### src/rtl/core/channel_occupancy_classifier_unit_defines.svh
// assertion macros for the channel occupancy classifier
`ifndef CHANNEL_OCCUPANCY_CLASSIFIER_UNIT_DEFINES_SVH
`define CHANNEL_OCCUPANCY_CLASSIFIER_UNIT_DEFINES_SVH

`ifndef SYNTHESIS
`define COC_ASSERT(label, prop) \
    label: assert property (@(posedge clk) disable iff (!rst_n) prop) \
        else $error("coc assertion failed");
`define COC_ASSERT_NEVER(label, expr) \
    label: assert property (@(posedge clk) disable iff (!rst_n) !(expr)) \
        else $error("coc forbidden condition seen");
`else
`define COC_ASSERT(label, prop)
`define COC_ASSERT_NEVER(label, expr)
`endif

`endif

### src/rtl/core/coc_pkg.sv
package coc_pkg;

    localparam int CNT_W       = 32;
    localparam int CREDIT_W    = 8;
    localparam int PAN_W       = 16;
    localparam int SEQ_W       = 8;
    localparam int RSSI_W      = 5;
    localparam int FC_W        = 8;
    localparam int CMD_W       = 2;
    localparam int CFG_IDX_W   = 3;
    localparam int NUM_CNT     = 6;
    localparam int DEF_SEQ_DEPTH = 4;
    localparam int Q_DEPTH     = 2;
    localparam int Q_PTR_W     = $clog2(Q_DEPTH);
    localparam int Q_CNT_W     = $clog2(Q_DEPTH + 1);

    localparam int CNT_MEASURE       = 0;
    localparam int CNT_OWN_BUSY      = 1;
    localparam int CNT_OWN_QUIET     = 2;
    localparam int CNT_FOREIGN_BUSY  = 3;
    localparam int CNT_FOREIGN_QUIET = 4;
    localparam int CNT_IDLE_BUSY     = 5;

    localparam logic [FC_W-1:0] FC_ADDR_MASK   = 8'h88;
    localparam logic [FC_W-1:0] FC_ACKREQ_MASK = 8'h61;
    localparam logic [FC_W-1:0] FC_ACK_MASK    = 8'h02;

    localparam logic [CNT_W-1:0]    RST_WINDOW   = 32'd500000;
    localparam logic [PAN_W-1:0]    RST_OWN_PAN  = 16'd16;
    localparam logic [CREDIT_W-1:0] RST_PREAMBLE = 8'd11;
    localparam logic [CREDIT_W-1:0] RST_LONG     = 8'd12;
    localparam logic [CREDIT_W-1:0] RST_SHORT    = 8'd4;

    typedef enum logic [CMD_W-1:0] {
        CMD_SAMPLE = 2'd0,
        CMD_HEADER = 2'd1,
        CMD_END    = 2'd2,
        CMD_NONE   = 2'd3
    } cmd_t;

    typedef enum logic [CFG_IDX_W-1:0] {
        REG_WINDOW   = 3'd0,
        REG_OWN_PAN  = 3'd1,
        REG_PREAMBLE = 3'd2,
        REG_LONG     = 3'd3,
        REG_SHORT    = 3'd4
    } reg_idx_t;

    typedef enum logic {
        KIND_VERDICT = 1'b0,
        KIND_REPORT  = 1'b1
    } kind_t;

    typedef struct packed {
        logic [CNT_W-1:0]    window_length;
        logic [PAN_W-1:0]    own_pan;
        logic [CREDIT_W-1:0] preamble_credit;
        logic [CREDIT_W-1:0] long_credit;
        logic [CREDIT_W-1:0] short_credit;
    } cfg_t;

    // one queued operation for the counter bank
    typedef struct packed {
        logic                hdr;
        logic                rx;
        logic                own;
        logic                busy;
        logic [CREDIT_W-1:0] credit;
    } op_t;

    typedef struct packed {
        kind_t                           kind;
        logic                            own_frame;
        logic [NUM_CNT-1:0][CNT_W-1:0]   cnt;
        logic                            last;
    } res_t;

    function automatic logic [CNT_W-1:0] sat_add(input logic [CNT_W-1:0] a,
                                                 input logic [CREDIT_W:0] b);
        logic [CNT_W:0] s;
        s = {1'b0, a} + {{(CNT_W - CREDIT_W){1'b0}}, b};
        return s[CNT_W] ? '1 : s[CNT_W-1:0];
    endfunction

endpackage

### src/rtl/core/coc_queue.sv
module coc_queue (
    input  logic          clk,
    input  logic          rst_n,
    input  logic          push,
    input  coc_pkg::op_t  push_op,
    output logic          full,
    input  logic          pop,
    output logic          valid,
    output coc_pkg::op_t  head
);
    import coc_pkg::*;

    op_t                entry_reg [Q_DEPTH];
    logic [Q_PTR_W-1:0] wr_ptr_reg, wr_ptr_next;
    logic [Q_PTR_W-1:0] rd_ptr_reg, rd_ptr_next;
    logic [Q_CNT_W-1:0] fill_reg, fill_next;

    assign full  = (fill_reg == Q_CNT_W'(Q_DEPTH));
    assign valid = (fill_reg != '0);
    assign head  = entry_reg[rd_ptr_reg];

    always_comb
    begin
        wr_ptr_next = wr_ptr_reg;
        rd_ptr_next = rd_ptr_reg;
        fill_next   = fill_reg;
        if (push)
        begin
            wr_ptr_next = (wr_ptr_reg == Q_PTR_W'(Q_DEPTH - 1)) ? '0 : wr_ptr_reg + 1'b1;
        end
        if (pop)
        begin
            rd_ptr_next = (rd_ptr_reg == Q_PTR_W'(Q_DEPTH - 1)) ? '0 : rd_ptr_reg + 1'b1;
        end
        if (push && !pop)
        begin
            fill_next = fill_reg + 1'b1;
        end
        else if (pop && !push)
        begin
            fill_next = fill_reg - 1'b1;
        end
    end

    always_ff @(posedge clk or negedge rst_n)
    begin
        if (!rst_n)
        begin
            wr_ptr_reg <= '0;
            rd_ptr_reg <= '0;
            fill_reg   <= '0;
        end
        else
        begin
            wr_ptr_reg <= wr_ptr_next;
            rd_ptr_reg <= rd_ptr_next;
            fill_reg   <= fill_next;
        end
    end

    always_ff @(posedge clk)
    begin
        if (push)
        begin
            entry_reg[wr_ptr_reg] <= push_op;
        end
    end

endmodule

### src/rtl/core/coc_front.sv
module coc_front #(
    parameter int SEQ_DEPTH = coc_pkg::DEF_SEQ_DEPTH
) (
    input  logic                          clk,
    input  logic                          rst_n,
    input  logic                          in_valid,
    output logic                          in_ready,
    input  logic [coc_pkg::CMD_W-1:0]     cmd,
    input  logic [coc_pkg::RSSI_W-1:0]    rssi,
    input  logic [coc_pkg::FC_W-1:0]      fc_low,
    input  logic [coc_pkg::FC_W-1:0]      fc_high,
    input  logic [coc_pkg::PAN_W-1:0]     dest_pan,
    input  logic [coc_pkg::SEQ_W-1:0]     seq_no,
    input  coc_pkg::cfg_t                 cfg,
    input  logic                          q_full,
    output logic                          q_push,
    output coc_pkg::op_t                  q_op
);
    import coc_pkg::*;

    localparam int PW = (SEQ_DEPTH > 1) ? $clog2(SEQ_DEPTH) : 1;

    logic             rx_active_reg, rx_active_next;
    logic             own_flag_reg, own_flag_next;
    logic [SEQ_W-1:0] ring_reg [SEQ_DEPTH];
    logic [PW-1:0]    ring_pos_reg, ring_pos_next;

    logic accept;
    logic addressed;
    logic ack_req;
    logic is_ack;
    logic ring_hit;
    logic verdict;
    logic ring_wr;

    assign in_ready  = !q_full;
    assign accept    = in_valid && in_ready;
    assign addressed = |(fc_high & FC_ADDR_MASK);
    assign ack_req   = |(fc_low & FC_ACKREQ_MASK);
    assign is_ack    = |(fc_low & FC_ACK_MASK);

    always_comb
    begin
        ring_hit = 1'b0;
        for (int i = 0; i < SEQ_DEPTH; i++)
        begin
            if (ring_reg[i] == seq_no)
            begin
                ring_hit = 1'b1;
            end
        end
    end

    assign verdict = addressed ? (dest_pan == cfg.own_pan) : (is_ack && ring_hit);

    always_comb
    begin
        rx_active_next = rx_active_reg;
        own_flag_next  = own_flag_reg;
        ring_pos_next  = ring_pos_reg;
        ring_wr        = 1'b0;
        q_push         = 1'b0;
        q_op.hdr       = 1'b0;
        q_op.rx        = rx_active_reg;
        q_op.own       = own_flag_reg;
        q_op.busy      = |rssi;
        q_op.credit    = '0;
        case (cmd)
            CMD_SAMPLE:
            begin
                q_push = accept;
            end
            CMD_HEADER:
            begin
                q_push      = accept;
                q_op.hdr    = 1'b1;
                q_op.own    = verdict;
                q_op.credit = addressed ? cfg.long_credit : cfg.short_credit;
                if (accept)
                begin
                    rx_active_next = 1'b1;
                    own_flag_next  = verdict;
                    if (addressed && ack_req)
                    begin
                        ring_wr       = 1'b1;
                        ring_pos_next = (ring_pos_reg == PW'(SEQ_DEPTH - 1)) ?
                                        '0 : ring_pos_reg + 1'b1;
                    end
                end
            end
            CMD_END:
            begin
                if (accept)
                begin
                    rx_active_next = 1'b0;
                    own_flag_next  = 1'b0;
                end
            end
            default:
            begin
                q_push = 1'b0;
            end
        endcase
    end

    always_ff @(posedge clk or negedge rst_n)
    begin
        if (!rst_n)
        begin
            rx_active_reg <= 1'b0;
            own_flag_reg  <= 1'b0;
            ring_pos_reg  <= '0;
            for (int i = 0; i < SEQ_DEPTH; i++)
            begin
                ring_reg[i] <= '0;
            end
        end
        else
        begin
            rx_active_reg <= rx_active_next;
            own_flag_reg  <= own_flag_next;
            ring_pos_reg  <= ring_pos_next;
            if (ring_wr)
            begin
                ring_reg[ring_pos_reg] <= seq_no;
            end
        end
    end

endmodule

### src/rtl/core/coc_back.sv
`include "channel_occupancy_classifier_unit_defines.svh"

module coc_back (
    input  logic          clk,
    input  logic          rst_n,
    input  logic          q_valid,
    input  coc_pkg::op_t  q_op,
    output logic          q_pop,
    input  coc_pkg::cfg_t cfg,
    output logic          out_valid,
    input  logic          out_ready,
    output coc_pkg::res_t res
);
    import coc_pkg::*;

    logic [NUM_CNT-1:0][CNT_W-1:0] cnt_reg, cnt_next, upd;
    logic                          out_valid_reg, out_valid_next;
    logic                          pend_valid_reg, pend_valid_next;
    res_t                          out_res_reg, out_res_next;
    res_t                          pend_res_reg, pend_res_next;

    logic [CREDIT_W:0] hdr_amt;
    logic [CREDIT_W:0] cls_amt;
    logic [CREDIT_W:0] meas_amt;
    logic [CNT_W-1:0]  pre_ext;
    logic              hit_ob, hit_oq, hit_fb, hit_fq, hit_ib;
    logic              report_hit;
    logic              produces;
    logic              out_free;
    res_t              verdict_res;
    res_t              report_res;

    assign hdr_amt  = {1'b0, cfg.preamble_credit} + {1'b0, q_op.credit};
    assign cls_amt  = q_op.hdr ? hdr_amt : (CREDIT_W + 1)'(1);
    assign meas_amt = q_op.hdr ? {1'b0, q_op.credit} : (CREDIT_W + 1)'(1);
    assign pre_ext  = {{(CNT_W - CREDIT_W){1'b0}}, cfg.preamble_credit};

    assign hit_ob = q_op.hdr ? q_op.own  : (q_op.rx && q_op.own && q_op.busy);
    assign hit_oq = !q_op.hdr && q_op.rx && q_op.own && !q_op.busy;
    assign hit_fb = q_op.hdr ? !q_op.own : (q_op.rx && !q_op.own && q_op.busy);
    assign hit_fq = !q_op.hdr && q_op.rx && !q_op.own && !q_op.busy;
    assign hit_ib = !q_op.hdr && !q_op.rx && q_op.busy;

    always_comb
    begin
        upd = cnt_reg;
        upd[CNT_MEASURE] = sat_add(cnt_reg[CNT_MEASURE], meas_amt);
        if (hit_ob)
        begin
            upd[CNT_OWN_BUSY] = sat_add(cnt_reg[CNT_OWN_BUSY], cls_amt);
        end
        if (hit_oq)
        begin
            upd[CNT_OWN_QUIET] = sat_add(cnt_reg[CNT_OWN_QUIET], cls_amt);
        end
        if (hit_fb)
        begin
            upd[CNT_FOREIGN_BUSY] = sat_add(cnt_reg[CNT_FOREIGN_BUSY], cls_amt);
        end
        if (hit_fq)
        begin
            upd[CNT_FOREIGN_QUIET] = sat_add(cnt_reg[CNT_FOREIGN_QUIET], cls_amt);
        end
        // preamble credit moves out of the idle count, clamped at zero
        if (q_op.hdr)
        begin
            upd[CNT_IDLE_BUSY] = (cnt_reg[CNT_IDLE_BUSY] < pre_ext) ?
                                 '0 : cnt_reg[CNT_IDLE_BUSY] - pre_ext;
        end
        else if (hit_ib)
        begin
            upd[CNT_IDLE_BUSY] = sat_add(cnt_reg[CNT_IDLE_BUSY], cls_amt);
        end
    end

    assign report_hit = (upd[CNT_MEASURE] >= cfg.window_length);
    assign produces   = q_op.hdr || report_hit;
    assign out_free   = !out_valid_reg || out_ready;
    assign q_pop      = q_valid && !pend_valid_reg && (out_free || !produces);

    always_comb
    begin
        verdict_res.kind      = KIND_VERDICT;
        verdict_res.own_frame = q_op.own;
        verdict_res.cnt       = '0;
        verdict_res.last      = !report_hit;
        report_res.kind       = KIND_REPORT;
        report_res.own_frame  = 1'b0;
        report_res.cnt        = upd;
        report_res.last       = 1'b1;
    end

    always_comb
    begin
        cnt_next        = cnt_reg;
        out_valid_next  = out_valid_reg;
        out_res_next    = out_res_reg;
        pend_valid_next = pend_valid_reg;
        pend_res_next   = pend_res_reg;
        if (out_free)
        begin
            out_valid_next = 1'b0;
        end
        if (q_pop)
        begin
            cnt_next = report_hit ? '0 : upd;
        end
        if (pend_valid_reg && out_free)
        begin
            out_valid_next  = 1'b1;
            out_res_next    = pend_res_reg;
            pend_valid_next = 1'b0;
        end
        else if (q_pop && q_op.hdr)
        begin
            out_valid_next = 1'b1;
            out_res_next   = verdict_res;
            if (report_hit)
            begin
                pend_valid_next = 1'b1;
                pend_res_next   = report_res;
            end
        end
        else if (q_pop && report_hit)
        begin
            out_valid_next = 1'b1;
            out_res_next   = report_res;
        end
    end

    always_ff @(posedge clk or negedge rst_n)
    begin
        if (!rst_n)
        begin
            cnt_reg        <= '0;
            out_valid_reg  <= 1'b0;
            pend_valid_reg <= 1'b0;
        end
        else
        begin
            cnt_reg        <= cnt_next;
            out_valid_reg  <= out_valid_next;
            pend_valid_reg <= pend_valid_next;
        end
    end

    always_ff @(posedge clk)
    begin
        out_res_reg  <= out_res_next;
        pend_res_reg <= pend_res_next;
    end

    assign out_valid = out_valid_reg;
    assign res       = out_res_reg;

    // a held report only ever waits behind a verdict of the same header
    `COC_ASSERT(a_pend_behind_verdict, pend_valid_reg |-> out_valid_reg && out_res_reg.kind == KIND_VERDICT && !out_res_reg.last)
    `COC_ASSERT_NEVER(a_pop_with_pend, pend_valid_reg && q_pop)
    `COC_ASSERT(a_window_clears, q_pop && report_hit |=> cnt_reg == '0)

endmodule

### src/rtl/core/channel_occupancy_classifier_unit.sv
// channel       direction  handshake              payload
// in            input      in_valid / in_ready    cmd rssi fc_low fc_high dest_pan seq_no
// out           output     out_valid / out_ready  kind own_frame six counters last
// cfg           input      cfg_valid / cfg_ready  cfg_index cfg_data
//
// one input transaction per cycle sustained while the queue is not full; a header that closes a window
// gives two output transactions and holds the counter bank while the second one waits
// a two-entry queue between classifier and counter bank absorbs output stalls
// asynchronous reset clears flags, sequence ring and counters at once, no sweep
// cfg_ready is always high; configuration is taken in any cycle
module channel_occupancy_classifier_unit #(
    parameter int SEQ_DEPTH = coc_pkg::DEF_SEQ_DEPTH
) (
    input  logic                              clk,
    input  logic                              rst_n,
    input  logic                              in_valid,
    output logic                              in_ready,
    input  logic [coc_pkg::CMD_W-1:0]         cmd,
    input  logic [coc_pkg::RSSI_W-1:0]        rssi,
    input  logic [coc_pkg::FC_W-1:0]          fc_low,
    input  logic [coc_pkg::FC_W-1:0]          fc_high,
    input  logic [coc_pkg::PAN_W-1:0]         dest_pan,
    input  logic [coc_pkg::SEQ_W-1:0]         seq_no,
    output logic                              out_valid,
    input  logic                              out_ready,
    output logic                              kind,
    output logic                              own_frame,
    output logic [coc_pkg::CNT_W-1:0]         measure_count,
    output logic [coc_pkg::CNT_W-1:0]         own_busy,
    output logic [coc_pkg::CNT_W-1:0]         own_quiet,
    output logic [coc_pkg::CNT_W-1:0]         foreign_busy,
    output logic [coc_pkg::CNT_W-1:0]         foreign_quiet,
    output logic [coc_pkg::CNT_W-1:0]         idle_busy,
    output logic                              last,
    input  logic                              cfg_valid,
    output logic                              cfg_ready,
    input  logic [coc_pkg::CFG_IDX_W-1:0]     cfg_index,
    input  logic [coc_pkg::CNT_W-1:0]         cfg_data
);
    import coc_pkg::*;

    cfg_t cfg_reg, cfg_next;
    op_t  front_op;
    op_t  head_op;
    res_t res;
    logic q_push;
    logic q_full;
    logic q_valid;
    logic q_pop;

    assign cfg_ready = 1'b1;

    always_comb
    begin
        cfg_next = cfg_reg;
        if (cfg_valid && cfg_ready)
        begin
            case (cfg_index)
                REG_WINDOW:   cfg_next.window_length   = cfg_data;
                REG_OWN_PAN:  cfg_next.own_pan         = cfg_data[PAN_W-1:0];
                REG_PREAMBLE: cfg_next.preamble_credit = cfg_data[CREDIT_W-1:0];
                REG_LONG:     cfg_next.long_credit     = cfg_data[CREDIT_W-1:0];
                REG_SHORT:    cfg_next.short_credit    = cfg_data[CREDIT_W-1:0];
                default:      cfg_next = cfg_reg;
            endcase
        end
    end

    always_ff @(posedge clk or negedge rst_n)
    begin
        if (!rst_n)
        begin
            cfg_reg.window_length   <= RST_WINDOW;
            cfg_reg.own_pan         <= RST_OWN_PAN;
            cfg_reg.preamble_credit <= RST_PREAMBLE;
            cfg_reg.long_credit     <= RST_LONG;
            cfg_reg.short_credit    <= RST_SHORT;
        end
        else
        begin
            cfg_reg <= cfg_next;
        end
    end

    coc_front #(
        .SEQ_DEPTH (SEQ_DEPTH)
    ) u_front (
        .clk      (clk),
        .rst_n    (rst_n),
        .in_valid (in_valid),
        .in_ready (in_ready),
        .cmd      (cmd),
        .rssi     (rssi),
        .fc_low   (fc_low),
        .fc_high  (fc_high),
        .dest_pan (dest_pan),
        .seq_no   (seq_no),
        .cfg      (cfg_reg),
        .q_full   (q_full),
        .q_push   (q_push),
        .q_op     (front_op)
    );

    coc_queue u_queue (
        .clk     (clk),
        .rst_n   (rst_n),
        .push    (q_push),
        .push_op (front_op),
        .full    (q_full),
        .pop     (q_pop),
        .valid   (q_valid),
        .head    (head_op)
    );

    coc_back u_back (
        .clk       (clk),
        .rst_n     (rst_n),
        .q_valid   (q_valid),
        .q_op      (head_op),
        .q_pop     (q_pop),
        .cfg       (cfg_reg),
        .out_valid (out_valid),
        .out_ready (out_ready),
        .res       (res)
    );

    assign kind          = res.kind;
    assign own_frame     = res.own_frame;
    assign measure_count = res.cnt[CNT_MEASURE];
    assign own_busy      = res.cnt[CNT_OWN_BUSY];
    assign own_quiet     = res.cnt[CNT_OWN_QUIET];
    assign foreign_busy  = res.cnt[CNT_FOREIGN_BUSY];
    assign foreign_quiet = res.cnt[CNT_FOREIGN_QUIET];
    assign idle_busy     = res.cnt[CNT_IDLE_BUSY];
    assign last          = res.last;

endmodule

### config.mk
export PLATFORM = sky130hd
export DESIGN_NAME = channel_occupancy_classifier_unit
export DESIGN_NICKNAME = d
export VERILOG_FILES = /design/src/rtl/core/coc_pkg.sv /design/src/rtl/core/coc_queue.sv /design/src/rtl/core/coc_front.sv /design/src/rtl/core/coc_back.sv /design/src/rtl/core/channel_occupancy_classifier_unit.sv
export VERILOG_INCLUDE_DIRS = /design/src /design/src/rtl/core
export SDC_FILE = /design/constraint.sdc
export NUM_CORES = 1
export LEC_CHECK = 0
export BUFFER_PORTS_ARGS = -buffer_cell sky130_fd_sc_hd__buf_4
export CAP_MARGIN = 25
export CORE_MARGIN = 2
export CORE_UTILIZATION = 30
export CTS_CLUSTER_SIZE = 24
export DETAILED_ROUTE_END_ITERATION = 6
export SYNTH_ARGS = -nofsm -noshare
export SYNTH_HDL_FRONTEND = slang
export SYNTH_SLANG_ARGS = --single-unit
### constraint.sdc
create_clock -name clk -period 27.3 [get_ports clk]
set_clock_uncertainty 0.05 [all_clocks]
set_input_delay 2.73 -clock clk [delete_from_list [all_inputs] [get_ports clk]]
set_output_delay 2.73 -clock clk [all_outputs]
set_load 0.01 [all_outputs]
==> results.md <==
| Step | Result | This run |
| --- | --- | --- |
| global route | Overall overflow remaining after global route | 0 |
| timing | Count of endpoints failing hold in the final timing report | 0 |
| drt | Routed via count | 27.1k |
| cells and area | Combined area of the multi-input logic cells | 15200 µm² |
| clock tree | Clock latency on the worst-skew pair | 660 ps |
| placement | Post-DP HPWL | 68.9 mm |
| critical path | Crit Path Max Fanout | 71 |
| synthesis | Flop and latch count out of synthesis | 717 |
| power | Portion of total power attributed to the clock network | 23.7% |
| synthesis | Synth Net Count | 3526 |
| global route | Total GRT Usage | 16.3% |
| synthesis | Number of standard cells after synthesis | 3322 |
| synthesis | Synthesis Warnings | 0 |
| clock tree | Clock Pin Slew Worst Setup and Hold Paths | 70 ps |
| cells and area | Share of cells above drive strength 1 | 18.2% |
| power | Switching part of the total | 39.4% |
| critical path | Category of the worst setup path launch point | register |
| floorplanning | Total Die Area | 124000 µm² |
| drt | Number of iterations in the first detailed-routing pass | 5 |
| critical path | CP Data Arrival Time | 9260 ps |
| clock tree | Deepest level of the CTS H-tree | 3 |
| drt | Via count normalized by instance count | 5.17 |
| timing | Achievable Freq | 110 MHz |
| critical path | Largest stage delay on the critical path | 790 ps |
| cells and area | Number of flip-flops in the largest register | 195 |
| synthesis | Netlist area before placement | 36400 µm² |
| timing | Setup repair after global routing missed its margin | false |
| status | Outcome | completed |
| global route | Pin count of the biggest net entering global routing | 193 |
| clock tree | Clock root cell | sky130_fd_sc_hd__clkbuf_16 |
| timing | Fin crit share | 33.2% |
| global route | Via count of the first global-routing pass | 26.2k |
| synthesis | Flip-flop cell with the highest count after synthesis | sky130_fd_sc_hd__edfxtp_1 |
| clock tree | Maximum root-to-sink buffer count | 3 |
| floorplanning | Number of core rows | 127 |
| power | Worst IR Drop VDD | 0.0946 mV |
| timing | Actual transition at the worst max-transition pin | 1070 ps |
| cells and area | Final cell count without fillers | 5245 |
| critical path | Critical path endpoint category | register |
| clock tree | CTS buffer count | 83 |
| global route | First-pass GRT wire length | 159 mm |
| synthesis | Async SR Flop Fraction | 42.7% |
| drt | Total routed wirelength | 105 mm |
| floorplanning | CORE AREA | 120000 µm² |
| critical path | Slowest-stage cell, CP | sky130_fd_sc_hd__buf_4 |
| clock tree | Clock tree from TritonCTS | done |
| cells and area | Register Area | 20000 µm² |
| drt | Average routed wire per standard cell | 20.0 µm |
| timing | Final worst hold slack | 432 ps |
| floorplanning | Initial standard-cell utilization of the core | 30.3% |
| power | Pwr dens | 116 nW/µm² |
| floorplanning | Chip height | 352 µm |
| critical path | Crit Path Category | reg2reg |
| power | Internal power | 0.00304 W |
| clock tree | Hold buffer count at CTS | 0 |
| power | Standby leakage power | 17.5 nW |
| timing | Setup_tns | 0 ps |
| timing | Clock period minus worst slack | 9050 ps |
| floorplanning | Num ports | 285 |
| floorplanning | Die Span X | 352 µm |
| critical path | Series of cell instances along the critical path | buf_4 -> mux2_2 -> nand2b_1 -> ha_1 -> fa_1 -> a21o_1 -> a41oi_1 -> and3_1 -> nor4_2 -> buf_4 -> nor3_1 -> inv_1 -> ha_1 -> nand4_1 -> or4_1 -> a31oi_1 -> or2_2 -> buf_4 -> nand2_1 -> inv_8 -> buf_4 -> buf_4 |
| cells and area | Filler Cells Inserted | 11.9k |
| timing | Worst relative slew slack | 28.3% |
| min path | Worst hold path class | reg2reg |
| clock tree | Number of clock sinks | 717 |
| critical path | Data required time of the worst path | 27510 ps |
| global route | Number of antenna violations at the first check in global routing | 9 |
| cells and area | Number of nets at the end of the flow | 3763 |
| drt | Drt first-iter violations | 2076 |
| placement | Number of buffers added on ports | 273 |
| clock tree | Post-cts gate resize count | 0 |
| clock tree | Post-CTS Setup Repair Bufs | 0 |
| cells and area | Layout overhead on the synthesized area | 18.9% |
| power | Net load switching power | 0.00198 W |
| timing | Count of final max-slew check failures | 0 |
| synthesis | Post-synthesis sequential area ratio | 55.0% |
| synthesis | Avg Synthesized Cell Area | 11.0 µm² |
| timing | Final Setup Violations | 0 |
| flow run | Max Cap Violations | 0 |
| placement | Post-Place Cells | 5084 |
| drt | Drc violations | 0 |
| power | Relative contribution of combinational cells to total power | 41.6% |
| synthesis | Number of library cell types mapped by synthesis | 87 |
| drt | Number of nets still failing antenna checks after routing | 0 |
| power | Part of the power in registers | 34.8% |
| synthesis | Number of enable flip-flop cells after synthesis | 411 |
| placement | Placer's final routability congestion estimate | 0.869 |
| critical path | Most Frequent Cell on Critical Path | sky130_fd_sc_hd__buf_4 |
-- metal layers --
metal / routed length (µm) / global-route usage (%)
met1: 46000 / 21.6
met2: 48900 / 26.5
met3: 6120 / 3.06
met4: 3730 / 6.44
met5: 0 / 0
-- layout make-up --
cell class	count	area share, %
antenna	4	0.0231
clock buffer	103	5.29
clock inverter	52	1.39
inverter	175	1.55
multi-input combinational	2260	35.0
sequential	717	46.3
tap	1612	4.66
timing repair buffer	322	5.80
-- logic make-up after synthesis --
family,share of synthesized area [%]
fa+ha+maj,4.19
flops,55.0
buf+inv,3.62
compound gates,17.2
xor+xnor,3.18
simple gates,13.2
mux,3.56
other cells,0.0103
-- metrics by stage --
| stage | cell area [µm²] | total power [W] | util, % | setup slack [ps] |
|---|---|---|---|---|
| after global placement | 40300 | 0.00381 | 33.5 | 18260 |
| after detailed placement | 40400 | 0.00387 | 33.6 | 18160 |
| after floorplan | 36400 | 0.00314 | - | 7190 |
| after CTS | 43300 | 0.00508 | 36.0 | 18090 |
| final | 43300 | 0.00502 | 36.0 | 18250 |
| after global routing | 43300 | 0.00535 | 36.0 | 17520 |
-- critical path: cells and delay by family, from the launching register on --
kind | cells | cell delay, ps
buffers and inverters | 7 | 3280
AND/OR/NAND/NOR | 8 | 2240
adder cells (fa/ha/maj) | 3 | 960
AO/OA/AOI/OAI | 3 | 900
multiplexers | 1 | 670
flip-flops | 1 | 360
-- cells in the final DEF (no fill, tap or decap), types with 14 or more instances in the layout --
cell type                   count
sky130_fd_sc_hd__xor2_1        53
sky130_fd_sc_hd__a22o_1       157
sky130_fd_sc_hd__nor4_1        20
sky130_fd_sc_hd__a21o_1        22
sky130_fd_sc_hd__o22ai_1       14
sky130_fd_sc_hd__clkbuf_16     87
sky130_fd_sc_hd__o21a_1        24
sky130_fd_sc_hd__o21ai_0      208
sky130_fd_sc_hd__and4_1        19
sky130_fd_sc_hd__and3_1        42
sky130_fd_sc_hd__o31ai_1       52
sky130_fd_sc_hd__edfxtp_1     411
sky130_fd_sc_hd__a31o_2        50
sky130_fd_sc_hd__xnor2_1       79
sky130_fd_sc_hd__nand2_1      396
sky130_fd_sc_hd__nor3_1        50
sky130_fd_sc_hd__a31oi_1       38
sky130_fd_sc_hd__o22a_1        18
sky130_fd_sc_hd__a211oi_1      27
sky130_fd_sc_hd__dfstp_2       14
sky130_fd_sc_hd__and2_1        60
sky130_fd_sc_hd__dfrtp_1      292
sky130_fd_sc_hd__inv_1        173
sky130_fd_sc_hd__nor2_1       166
sky130_fd_sc_hd__mux2_2        95
sky130_fd_sc_hd__nand3_1       94
sky130_fd_sc_hd__nand2b_1      22
sky130_fd_sc_hd__a21oi_1      134
sky130_fd_sc_hd__or3_1         14
sky130_fd_sc_hd__ha_1         109
sky130_fd_sc_hd__buf_4        312
sky130_fd_sc_hd__o211ai_1      32
sky130_fd_sc_hd__mux2i_1       20
sky130_fd_sc_hd__nand4_1       50
-- power by group through the flow --
stage	sequential (W)	combinational (W)	clock, W
after floorplan	0.00186	0.00128	0
after global placement	0.00176	0.00205	0
after detailed placement	0.00177	0.00210	0
after CTS	0.00175	0.00211	0.00122
after global routing	0.00178	0.00230	0.00126
final	0.00175	0.00209	0.00119
-- path summary, 6_finish.rpt --
kind | start | end | slack, ps | depth (start not counted)
max in group asynchronous | rst_n | u_back.cnt_reg[125] | 23740 | 3
worst min-delay path | u_front.own_flag_reg | u_front.own_flag_reg | 430 | 2
worst min register to register | u_front.own_flag_reg | u_front.own_flag_reg | 430 | 2
min in group asynchronous | rst_n | u_front.ring_reg[30] | 2060 | 1
worst max register to register | u_queue.rd_ptr_reg | u_back.pend_res_reg[118] | 18250 | 22
worst max-delay path | u_queue.rd_ptr_reg | u_back.pend_res_reg[118] | 18250 | 22
-- cell usage after synthesis (8+ instances only) --
cell type | instances | area, µm²
sky130_fd_sc_hd__a211oi_1 | 28 | 210
sky130_fd_sc_hd__nor2b_1 | 12 | 75.1
sky130_fd_sc_hd__mux2_2 | 95 | 1070
sky130_fd_sc_hd__and3_1 | 42 | 263
sky130_fd_sc_hd__a31oi_1 | 38 | 238
sky130_fd_sc_hd__o2111ai_1 | 9 | 78.8
sky130_fd_sc_hd__a22o_1 | 157 | 1380
sky130_fd_sc_hd__buf_1 | 13 | 48.8
sky130_fd_sc_hd__nand2_1 | 398 | 1490
sky130_fd_sc_hd__nand2b_1 | 22 | 138
sky130_fd_sc_hd__o22ai_1 | 14 | 87.6
sky130_fd_sc_hd__or4_1 | 10 | 75.1
sky130_fd_sc_hd__or3_1 | 14 | 87.6
sky130_fd_sc_hd__dfstp_2 | 14 | 368
sky130_fd_sc_hd__nand3_1 | 94 | 470
sky130_fd_sc_hd__o21ai_0 | 209 | 1050
sky130_fd_sc_hd__nor3_1 | 50 | 250
sky130_fd_sc_hd__or2_2 | 10 | 62.6
sky130_fd_sc_hd__nand4_1 | 50 | 313
sky130_fd_sc_hd__clkbuf_1 | 143 | 537
sky130_fd_sc_hd__o22a_1 | 18 | 158
sky130_fd_sc_hd__o211ai_1 | 32 | 240
sky130_fd_sc_hd__mux2i_1 | 21 | 210
sky130_fd_sc_hd__a21boi_0 | 11 | 82.6
sky130_fd_sc_hd__fa_1 | 8 | 160
sky130_fd_sc_hd__and4_1 | 19 | 166
sky130_fd_sc_hd__and2_1 | 61 | 382
sky130_fd_sc_hd__xor2_1 | 53 | 464
sky130_fd_sc_hd__dfrtp_1 | 292 | 7310
sky130_fd_sc_hd__o21a_1 | 24 | 180
sky130_fd_sc_hd__ha_1 | 109 | 1360
sky130_fd_sc_hd__nor4_1 | 21 | 131
sky130_fd_sc_hd__o21bai_1 | 9 | 67.6
sky130_fd_sc_hd__inv_1 | 174 | 653
sky130_fd_sc_hd__a21o_1 | 23 | 173
sky130_fd_sc_hd__buf_2 | 12 | 60.1
sky130_fd_sc_hd__xnor2_1 | 79 | 692
sky130_fd_sc_hd__a21oi_1 | 134 | 671
sky130_fd_sc_hd__nor2_1 | 169 | 634
sky130_fd_sc_hd__a31o_2 | 50 | 438
sky130_fd_sc_hd__edfxtp_1 | 411 | 12300
sky130_fd_sc_hd__o31ai_1 | 52 | 390
No activity file was read; power rests on OpenSTA's default activity.
